[config.mk]
export PLATFORM = sky130hd
export DESIGN_NAME = char_lcd_4bit_interface
export DESIGN_NICKNAME = d
export VERILOG_FILES = /design/src/hw/rtl/clcd_pkg.sv /design/src/hw/rtl/clcd_front.sv /design/src/hw/rtl/clcd_fifo.sv /design/src/hw/rtl/clcd_back.sv /design/src/hw/rtl/char_lcd_4bit_interface.sv
export SDC_FILE = /design/constraint.sdc
export NUM_CORES = 1
export LEC_CHECK = 0
export BUFFER_PORTS_ARGS = -buffer_cell sky130_fd_sc_hd__buf_2
export CORE_MARGIN = 4
export CORE_UTILIZATION = 45
export DETAILED_ROUTE_END_ITERATION = 16
export PLACE_DENSITY_LB_ADDON = 0.12
export SLEW_MARGIN = 20
export SYNTH_ARGS = -nofsm -noshare
export SYNTH_HDL_FRONTEND = slang
export SYNTH_SLANG_ARGS = --single-unit
[constraint.sdc]
create_clock -name i_clk -period 3.6 [get_ports i_clk]
set_input_delay 0.36 -clock i_clk [delete_from_list [all_inputs] [get_ports i_clk]]
set_output_delay 0.36 -clock i_clk [all_outputs]
set_load 0.005 [all_outputs]
[src/hw/rtl/clcd_pkg.sv]
// Shared types, codes and job builders for the character LCD interface.
// No dependencies.
`default_nettype none
package clcd_pkg;

    localparam logic [1:0] CMD_INIT   = 2'd0;
    localparam logic [1:0] CMD_CHAR   = 2'd1;
    localparam logic [1:0] CMD_CURSOR = 2'd2;
    localparam logic [1:0] CMD_CLEAR  = 2'd3;

    typedef enum logic [1:0] {
        JOB_WAIT   = 2'd0,
        JOB_NIBBLE = 2'd1,
        JOB_BYTE   = 2'd2
    } t_job_kind;

    localparam logic [15:0] E_PULSE_US    = 16'd5;
    localparam logic [15:0] SETTLE_US     = 16'd50;
    localparam logic [15:0] LONG_US       = 16'd5000;
    localparam logic [15:0] SHORT_NIB_US  = 16'd150;
    localparam logic [15:0] POWER_UP_US   = 16'd50000;
    localparam logic [7:0]  CHAR_NEWLINE  = 8'd10;
    localparam logic [7:0]  INS_SET_DDRAM = 8'h80;
    localparam logic [7:0]  INS_ROW1      = 8'h40;
    localparam logic [7:0]  INS_CLEAR     = 8'h01;
    localparam logic [5:0]  COL_MAX       = 6'd39;

    localparam int          QUEUE_DEPTH   = 4;
    localparam int          QPTR_W        = $clog2(QUEUE_DEPTH);
    localparam int          QCNT_W        = $clog2(QUEUE_DEPTH + 1);
    localparam int          INIT_STEPS    = 10;
    localparam int          STEP_W        = $clog2(INIT_STEPS);
    localparam logic [STEP_W-1:0] INIT_LAST_STEP = STEP_W'(INIT_STEPS - 1);

    // one queued job: a wait, one nibble or one byte
    typedef struct packed {
        t_job_kind   kind;
        logic        rs;
        logic [7:0]  value;
        logic [15:0] final_hold;  // hold of the closing E-low segment
        logic        last;
    } t_job;

    function automatic t_job byte_job(input logic rs, input logic [7:0] value,
                                      input logic [15:0] extra, input logic last);
        t_job j;
        j.kind       = JOB_BYTE;
        j.rs         = rs;
        j.value      = value;
        j.final_hold = E_PULSE_US + SETTLE_US + extra
                       + ((value <= 8'h03) ? LONG_US : 16'd0);
        j.last       = last;
        return j;
    endfunction

    function automatic t_job nibble_job(input logic [3:0] nib, input logic [15:0] extra);
        t_job j;
        j.kind       = JOB_NIBBLE;
        j.rs         = 1'b0;
        j.value      = {4'h0, nib};
        j.final_hold = E_PULSE_US + extra;
        j.last       = 1'b0;
        return j;
    endfunction

    // power-up sequence, one job per step
    function automatic t_job init_job(input logic [STEP_W-1:0] step);
        t_job j;
        unique case (step)
            STEP_W'(0): begin
                j.kind       = JOB_WAIT;
                j.rs         = 1'b0;
                j.value      = 8'h00;
                j.final_hold = POWER_UP_US;
                j.last       = 1'b0;
            end
            STEP_W'(1): j = nibble_job(4'h3, LONG_US);
            STEP_W'(2): j = nibble_job(4'h3, SHORT_NIB_US);
            STEP_W'(3): j = nibble_job(4'h3, SHORT_NIB_US);
            STEP_W'(4): j = nibble_job(4'h2, SHORT_NIB_US);
            STEP_W'(5): j = byte_job(1'b0, 8'h28, 16'd0, 1'b0);
            STEP_W'(6): j = byte_job(1'b0, 8'h08, 16'd0, 1'b0);
            STEP_W'(7): j = byte_job(1'b0, INS_CLEAR, LONG_US, 1'b0);
            STEP_W'(8): j = byte_job(1'b0, 8'h06, 16'd0, 1'b0);
            default:    j = byte_job(1'b0, 8'h0C, 16'd0, 1'b1);
        endcase
        return j;
    endfunction

endpackage
`default_nettype wire

[src/hw/rtl/clcd_front.sv]
// Request intake: turns each request into byte, nibble and wait jobs.
// Depends on clcd_pkg.
`default_nettype none
module clcd_front
    import clcd_pkg::*;
(
    input  wire logic       i_clk,
    input  wire logic       i_rst_n,
    input  wire logic       start,
    input  wire logic [1:0] i_command,
    input  wire logic [7:0] i_char_code,
    input  wire logic       i_row,
    input  wire logic [5:0] i_column,
    input  wire logic       i_end_of_string,
    input  wire logic       i_full,
    output logic            busy,
    output logic            o_push,
    output t_job            o_job
);

    localparam logic MODE_INIT = 1'b0;
    localparam logic MODE_EOS  = 1'b1;

    logic              r_active, n_active;
    logic              r_mode,   n_mode;
    logic [STEP_W-1:0] r_step,   n_step;
    logic              accept;
    logic              newline;
    logic [5:0]        col_sat;

    assign busy    = r_active | i_full;
    assign accept  = start & ~busy;
    assign newline = (i_char_code == CHAR_NEWLINE);
    assign col_sat = (i_column > COL_MAX) ? COL_MAX : i_column;

    always_comb begin
        n_active = r_active;
        n_mode   = r_mode;
        n_step   = r_step;
        o_push   = 1'b0;
        o_job    = init_job(r_step);
        if (r_active) begin
            o_push = ~i_full;
            if (r_mode == MODE_EOS) begin
                o_job = byte_job(1'b0, INS_SET_DDRAM, 16'd0, 1'b1);
            end
            if (~i_full) begin
                if (r_mode == MODE_EOS || r_step == INIT_LAST_STEP) begin
                    n_active = 1'b0;
                end else begin
                    n_step = r_step + STEP_W'(1);
                end
            end
        end else if (accept) begin
            o_push = 1'b1;
            unique case (i_command)
                CMD_INIT: begin
                    o_job    = init_job(STEP_W'(0));
                    n_active = 1'b1;
                    n_mode   = MODE_INIT;
                    n_step   = STEP_W'(1);
                end
                CMD_CHAR: begin
                    if (newline) begin
                        o_job = byte_job(1'b0, INS_SET_DDRAM | INS_ROW1, 16'd0,
                                         ~i_end_of_string);
                    end else begin
                        o_job = byte_job(1'b1, i_char_code, 16'd0, ~i_end_of_string);
                    end
                    n_active = i_end_of_string;
                    n_mode   = MODE_EOS;
                end
                CMD_CURSOR: begin
                    o_job = byte_job(1'b0, INS_SET_DDRAM | (i_row ? INS_ROW1 : 8'h00)
                                     | {2'b00, col_sat}, 16'd0, 1'b1);
                end
                default: begin
                    o_job = byte_job(1'b0, INS_CLEAR, 16'd0, 1'b1);
                end
            endcase
        end
    end

    always_ff @(posedge i_clk) begin
        if (!i_rst_n) begin
            r_active <= 1'b0;
            r_mode   <= MODE_INIT;
            r_step   <= '0;
        end else begin
            r_active <= n_active;
            r_mode   <= n_mode;
            r_step   <= n_step;
        end
    end

endmodule
`default_nettype wire

[src/hw/rtl/clcd_fifo.sv]
// Short job queue between intake and pin sequencer.
// Depends on clcd_pkg.
`default_nettype none
module clcd_fifo
    import clcd_pkg::*;
(
    input  wire logic i_clk,
    input  wire logic i_rst_n,
    input  wire logic i_push,
    input  t_job      i_job,
    input  wire logic i_pop,
    output t_job      o_head,
    output logic      o_empty,
    output logic      o_full
);

    t_job              r_mem [QUEUE_DEPTH];
    logic [QPTR_W-1:0] r_wr_ptr, r_rd_ptr;
    logic [QCNT_W-1:0] r_count;
    logic              do_push, do_pop;

    assign o_empty = (r_count == '0);
    assign o_full  = (r_count == QCNT_W'(QUEUE_DEPTH));
    assign o_head  = r_mem[r_rd_ptr];
    assign do_push = i_push & ~o_full;
    assign do_pop  = i_pop & ~o_empty;

    always_ff @(posedge i_clk) begin
        if (do_push) begin
            r_mem[r_wr_ptr] <= i_job;
        end
    end

    always_ff @(posedge i_clk) begin
        if (!i_rst_n) begin
            r_wr_ptr <= '0;
            r_rd_ptr <= '0;
            r_count  <= '0;
        end else begin
            if (do_push) r_wr_ptr <= r_wr_ptr + QPTR_W'(1);
            if (do_pop)  r_rd_ptr <= r_rd_ptr + QPTR_W'(1);
            r_count <= r_count + QCNT_W'(do_push) - QCNT_W'(do_pop);
        end
    end

endmodule
`default_nettype wire

[src/hw/rtl/clcd_back.sv]
// Pin sequencer: expands the head job into one segment per cycle.
// Depends on clcd_pkg.
`default_nettype none
module clcd_back
    import clcd_pkg::*;
(
    input  wire logic  i_clk,
    input  wire logic  i_rst_n,
    input  t_job       i_job,
    input  wire logic  i_empty,
    output logic       o_pop,
    output logic       o_strobe,
    output logic       o_reg_select,
    output logic       o_enable,
    output logic [3:0] o_nibble,
    output logic [15:0] o_hold_us,
    output logic       o_last
);

    logic [1:0]  r_seg, n_seg;
    logic [1:0]  last_idx;
    logic        seg_last;
    logic        r_strobe;
    logic        r_rs, r_e, r_last;
    logic [3:0]  r_nib;
    logic [15:0] r_hold;
    logic        seg_e;
    logic [3:0]  seg_nib;

    always_comb begin
        unique case (i_job.kind)
            JOB_WAIT:   last_idx = 2'd0;
            JOB_NIBBLE: last_idx = 2'd1;
            default:    last_idx = 2'd3;
        endcase
    end

    assign seg_last = (r_seg == last_idx);
    assign o_pop    = ~i_empty & seg_last;
    assign n_seg    = seg_last ? 2'd0 : r_seg + 2'd1;
    assign seg_e    = (i_job.kind != JOB_WAIT) & ~r_seg[0];
    // bytes go high nibble first
    assign seg_nib  = (i_job.kind == JOB_BYTE && !r_seg[1]) ? i_job.value[7:4]
                                                             : i_job.value[3:0];

    always_ff @(posedge i_clk) begin
        if (!i_rst_n) begin
            r_seg    <= 2'd0;
            r_strobe <= 1'b0;
        end else begin
            r_strobe <= ~i_empty;
            if (!i_empty) r_seg <= n_seg;
        end
    end

    always_ff @(posedge i_clk) begin
        if (!i_empty) begin
            r_rs   <= i_job.rs;
            r_e    <= seg_e;
            r_nib  <= seg_nib;
            r_hold <= seg_last ? i_job.final_hold : E_PULSE_US;
            r_last <= i_job.last & seg_last;
        end
    end

    assign o_strobe     = r_strobe;
    assign o_reg_select = r_rs;
    assign o_enable     = r_e;
    assign o_nibble     = r_nib;
    assign o_hold_us    = r_hold;
    assign o_last       = r_last;

endmodule
`default_nettype wire

[src/hw/rtl/char_lcd_4bit_interface.sv]
// Top level of the 4-bit character LCD interface.
// Depends on clcd_pkg, clcd_front, clcd_fifo, clcd_back.
//
// channel   | handshake            | payload
// ----------+----------------------+---------------------------------------------
// request   | start / busy         | i_command i_char_code i_row i_column
//           |                      | i_end_of_string
// segment   | o_strobe (one cycle) | o_reg_select o_enable o_nibble o_hold_us
//           |                      | o_last
//
// One segment word leaves per cycle while jobs are queued; the back-end segment
// counter steps through the segments of the head job.
// The front end pushes one job per cycle into a 4-deep queue unless it is full;
// busy is high while it still pushes jobs of a request or the queue is full.
// Reset is synchronous, active low, and clears the queue and sequencers.
// The receiver cannot stall: each segment word shows for exactly one cycle.
`default_nettype none
module char_lcd_4bit_interface
    import clcd_pkg::*;
(
    input  wire logic        i_clk,
    input  wire logic        i_rst_n,
    input  wire logic        start,
    output logic             busy,
    input  wire logic [1:0]  i_command,
    input  wire logic [7:0]  i_char_code,
    input  wire logic        i_row,
    input  wire logic [5:0]  i_column,
    input  wire logic        i_end_of_string,
    output logic             o_strobe,
    output logic             o_reg_select,
    output logic             o_enable,
    output logic [3:0]       o_nibble,
    output logic [15:0]      o_hold_us,
    output logic             o_last
);

    // job path between intake and sequencer
    logic push, pop, q_empty, q_full;
    t_job push_job, head_job;

    // intake: classify requests, expand init and end of string into jobs
    clcd_front u_front (
        .i_clk           (i_clk),
        .i_rst_n         (i_rst_n),
        .start           (start),
        .i_command       (i_command),
        .i_char_code     (i_char_code),
        .i_row           (i_row),
        .i_column        (i_column),
        .i_end_of_string (i_end_of_string),
        .i_full          (q_full),
        .busy            (busy),
        .o_push          (push),
        .o_job           (push_job)
    );

    clcd_fifo u_fifo (
        .i_clk   (i_clk),
        .i_rst_n (i_rst_n),
        .i_push  (push),
        .i_job   (push_job),
        .i_pop   (pop),
        .o_head  (head_job),
        .o_empty (q_empty),
        .o_full  (q_full)
    );

    // sequencer: one registered segment word per cycle
    clcd_back u_back (
        .i_clk        (i_clk),
        .i_rst_n      (i_rst_n),
        .i_job        (head_job),
        .i_empty      (q_empty),
        .o_pop        (pop),
        .o_strobe     (o_strobe),
        .o_reg_select (o_reg_select),
        .o_enable     (o_enable),
        .o_nibble     (o_nibble),
        .o_hold_us    (o_hold_us),
        .o_last       (o_last)
    );

endmodule
`default_nettype wire

Yosys cells after proc, flatten, opt, wreduce, memory -nomap -nowiden --
Memories as Yosys holds them, arrays and structs flattened. A register that Yosys moved wholly into a read port is not among the register bits. Index checks and enable logic that the tools add are counted.
Word-level totals: register bits 39, RAM bits 112, bits in read-only memories 368, input bits 21, output and inout bits 25, logic and storage cells 93, memories 2
Cells by class: add/subtract/negate cells 8, order comparisons 3, equal/unequal tests 10, muxes and demuxes 31, bitwise logic cells 14, reduce and logical (&&, ||, !) cells 12
Memories:
- (name not given) | words 16, bits a word 23, read ports 1, clocked after Yosys merged registers in 1, wr ports 0, RTL line clcd_pkg.sv:69 | unique case (step)
- u_fifo.r_mem | words 4, bits a word 28, read ports 1, clocked after Yosys merged registers in 1, wr ports 1, RTL line clcd_fifo.sv:17 | t_job r_mem [QUEUE_DEPTH];
Operators by type and width (count):
- $mux W28 | 3
- $pmux W28 S3 | 1
- $add A6 B16 Y16 const A | 2
- $mux W4 | 8
- $mux W13 | 2
- $mux W26 | 1
- $le A8 B2 Y1 const B | 2
- $eq A8 B4 Y1 const B | 1
- $mux W1 | 8
- $or A8 B6 Y8 | 1
- $reduce_bool A2 Y1 | 4
- $mux W7 | 1
- $add A2 B1 Y2 const B | 3
- $and A1 B1 Y1 | 6
- $gt A6 B6 Y1 const B | 1
- $mux W2 | 3
- $mux W6 | 1
- $not A1 Y1 | 6
- $add A4 B1 Y4 const B | 1
- $eq A2 B1 Y1 const B | 2
- $eq A2 B2 Y1 const B | 2
- $eq A4 B4 Y1 const B | 1
- $logic_not A2 Y1 | 2
- $ne A2 B2 Y1 const B | 2
- 13 further kinds | 14

Depth between registers and ports, before layout --
word-level depth 9, gate-level depth with buffers 13, depth with buffers taken out 12

Cells and area by module --
A second synthesis with hierarchy kept.
Second synthesis, totals: cell total of the unflattened synthesis 441, area, all modules 7059.3 um2
By module, submodules not included:
- clcd_fifo | times used 1, cells each 197, area an instance 4575.6 um2, seq. area each 3543.4 um2
- clcd_front | times used 1, cells each 178, area an instance 1433.9 um2, seq. area each 480.5 um2
- clcd_back | times used 1, cells each 66, area an instance 1049.8 um2, seq. area each 750.7 um2

Worst setup path after synthesis --
OpenSTA, ideal clock, no wires.
kind reg2reg, start reg with a tool-made name, end reg u_fifo.r_count[2], setup time 0.115 ns, arrival time 2.973 ns, required time 3.485 ns, slack 0.512 ns, stages on the path, launching flop included 14, path buffers 1, clock period less this slack 3.088 ns, path through dfxtp_1 > buf_4 > mux4_2 > or2_2 > ha_1 > nand2_1 > nor2_1 > ha_1 > inv_1 > ha_1 > inv_1 > fa_1 > xnor2_1 > and2_1
RTL lines:
- to (signal assigned) | RTL line clcd_fifo.sv:42 | r_count <= r_count + QCNT_W'(do_push) - QCNT_W'(do_pop);
- to (decl) | RTL line clcd_fifo.sv:19 | logic [QCNT_W-1:0] r_count;

==> qor.csv <==
metric,value,unit
status,"complete, no violations",
synth_area,6140,µm²
highest_layer,met4,
grt-ovfl-total,0,
num_vias,3470,
leakage,0.00266,µW
yosysSeqAreaShare,65.5,%
synth.distinct_cells,57,
routed-wl-met3,405,µm
postSynthAreaPerCell,14.9,µm²
end_kind,flop,
worstSkewPairLatency,420,ps
wl_met1,5400,µm
clk_pin_slew_worst_paths,60,ps
dieHeight,125,µm
min_period,3170,ps
rsz0062_at_grt,false,
grt_pass1_wl,19200,µm
areaGrowthSynthToFinish,15.7,%
maxSlewViolCount,0,
clock_path_buffers,2,
setup_viol,0,
worstHoldPathType,input pin to flop,
vdd_drop_max,0.290,mV
multi_input_area,1910,µm²
hpwl,7940,µm
synth_top_area_share,53.8,%
muxShareOfSynthArea,9.67,%
core_area,13300,µm²
syn_nets,449,
synthAdderAreaFrac,3.38,%
syn-instance-count,412,
relSlewSlack,44.9,%
io_buffers,44,
rows,42,
gp_congestion,0.802,
clock_sinks,146,
cp-start-kind,flop,
arrival,3480,ps
ios,46,
ant_nets,0,
finalHoldViolCount,0,
slowest_delay,550,ps
cts_setup_buffers,0,
tritoncts,built,
dr.pass1.iters,6,
worst_pin_slew,826,ps
crit_top_cell,ha_1,
clockRootBuffer,clkbuf_16,
yosysTopAreaCell,edfxtp_1,
synthSimpleGateAreaFrac,10.8,%
drc,0,
antennaDiodeCount,0,
drive_gt1_share,25.8,%
crit_chain,mux4_2 > or2_2 > ha_1 > nand2_1 > nor2_1 > ha_1 > inv_1 > ha_1 > inv_1 > fa_1 > xnor2_1 > and2_1,
cts-hold-fix-buffers,0,
drt_iter0_drc,156,
crit_type,flop to flop,
fp.dieW,125,µm
via_per_inst,5.35,
initial_utilization,46.2,%
htree_levels,4,
fin_util,53.5,%
fp.dieArea,15600,µm²
clock.fmax,316,MHz
grt_pass1_vias,3569,
synth_top_family_by_area,simple AND/OR/NAND/NOR gates,
crit_family,adder cells,
routedWlPerCell,18.2,µm
seq_area,4020,µm²
cpMaxStageDelayCell,mux4_2,
synth_compound_area_share,6.15,%
drt-total-wl,11800,µm
ys_async_sr_fraction,0,%
skew,9.28,ps
fin_area,7110,µm²
p_per_area,767,nW/µm²
path_max_fanout,5,
drv_cap,0,
routed-wl-met2,5790,µm
synth_top_flop_cell,edfxtp_1,
ys_seq_elements,146,
holdWs,375,ps
yosysWarnings,0,
track_usage,16.2,%
critPathRequiredTime,3910,ps
yosys-top-cells-area,"edfxtp_1 54%, dfxtp_1 12%, mux4_2 8.4%, ha_1 3.1%, and3_1 2.0%",
cts.repair.resized,0,
grt_max_degree,24,
antenna_found_initial,0,
final.period_utilization,87.9,%
crit_buf_inv,2,
synth-edff-count,110,
placed_area,6510,µm²
cts_buffers,17,
fillers,1104,
place_ws,392,ps
synth_xor_area_share,0.998,%
layout.nets,496,
worst_slack,435,ps
setup_tns,0,ps
[cell families (layout without fill, tap and decap cells)]
| kind of cell | Yosys count | in the layout |
|---|---|---|
| other | 1 | 1 |
| XOR/XNOR | 7 | 7 |
| AND/OR/NAND/NOR | 115 | 115 |
| adder cells (fa/ha/maj) | 16 | 16 |
| multiplexers | 30 | 30 |
| flip-flops | 146 | 146 |
| buffers and inverters | 41 | 101 |
| AO/OA/AOI/OAI | 56 | 56 |
[cells in the mapped netlist (all sizes together), types with 7 or more instances]
library cell	count
nor3	9
clkbuf	14
nor2	14
and3	20
buf	13
and2	10
nor2b	8
inv	13
mux4	23
a21oi	8
nand2	26
dfxtp	36
nand2b	7
edfxtp	110
o21ai	19
ha	15
[routing by layer]
metal,GRT usage (%),up-vias
li1,-,1641
met1,20.8,1742
met2,26.4,66
met3,4.07,21
met4,6.44,0
met5,0,-
[path summary, 6_finish.rpt]
kind | cells past startpoint | startpoint | endpoint | slack [ps]
worst max-delay path | 12 | flop | u_fifo.r_count[2] | 430
worst min-delay path | 2 | i_rst_n | u_front.r_step[0] | 380
worst max register to register | 12 | flop | u_fifo.r_count[2] | 430
worst min register to register | 2 | u_back.r_seg[0] | u_back.r_seg[1] | 540
[cell usage in the layout (no fill, tap or decap), drive strengths merged, types with 2 or more instances in the layout]
cell	n
edfxtp	110
buf	55
dfxtp	36
nand2	26
mux4	23
and3	20
clkbuf	20
o21ai	19
ha	15
nor2	14
inv	13
and2	10
nor3	9
nor2b	8
a21oi	8
nand2b	7
xnor2	6
a21o	6
clkinv	6
a22oi	5
mux2	5
nand3b	4
o211ai	4
bufinv	4
or2	4
nand4b	3
clkinvlp	3
o221a	3
nand3	2
o21a	2
nor4bb	2
a21boi	2
o22ai	2
mux2i	2
[power breakdown]
| part | total, µW | leakage, µW | internal, µW | switching, µW |
|---|---|---|---|---|
| Combinational | 1310 | 0.00106 | 592 | 713 |
| Sequential | 2370 | 0.00132 | 2260 | 107 |
| Clock | 1780 | 0.000283 | 1150 | 634 |
[final cells by class]
| class | instances | area share, % |
|---|---|---|
| inverters | 14 | 0.757 |
| multi-input cells | 225 | 26.9 |
| clock inverters | 12 | 2.31 |
| repair buffers | 55 | 4.26 |
| clock buffers | 20 | 6.14 |
| well taps | 176 | 3.10 |
| flip-flops and latches | 146 | 56.6 |
[per-stage QoR]
| step | std cells | total power (µW) |
|---|---|---|
| floorplan | 412 | 3290 |
| global placement | 616 | 3710 |
| CTS | 648 | 5530 |
| finish | 648 | 5460 |
| detailed placement | 616 | 3750 |
| global route | 648 | 5760 |
Note: power is estimated with default switching activity, not from simulation.
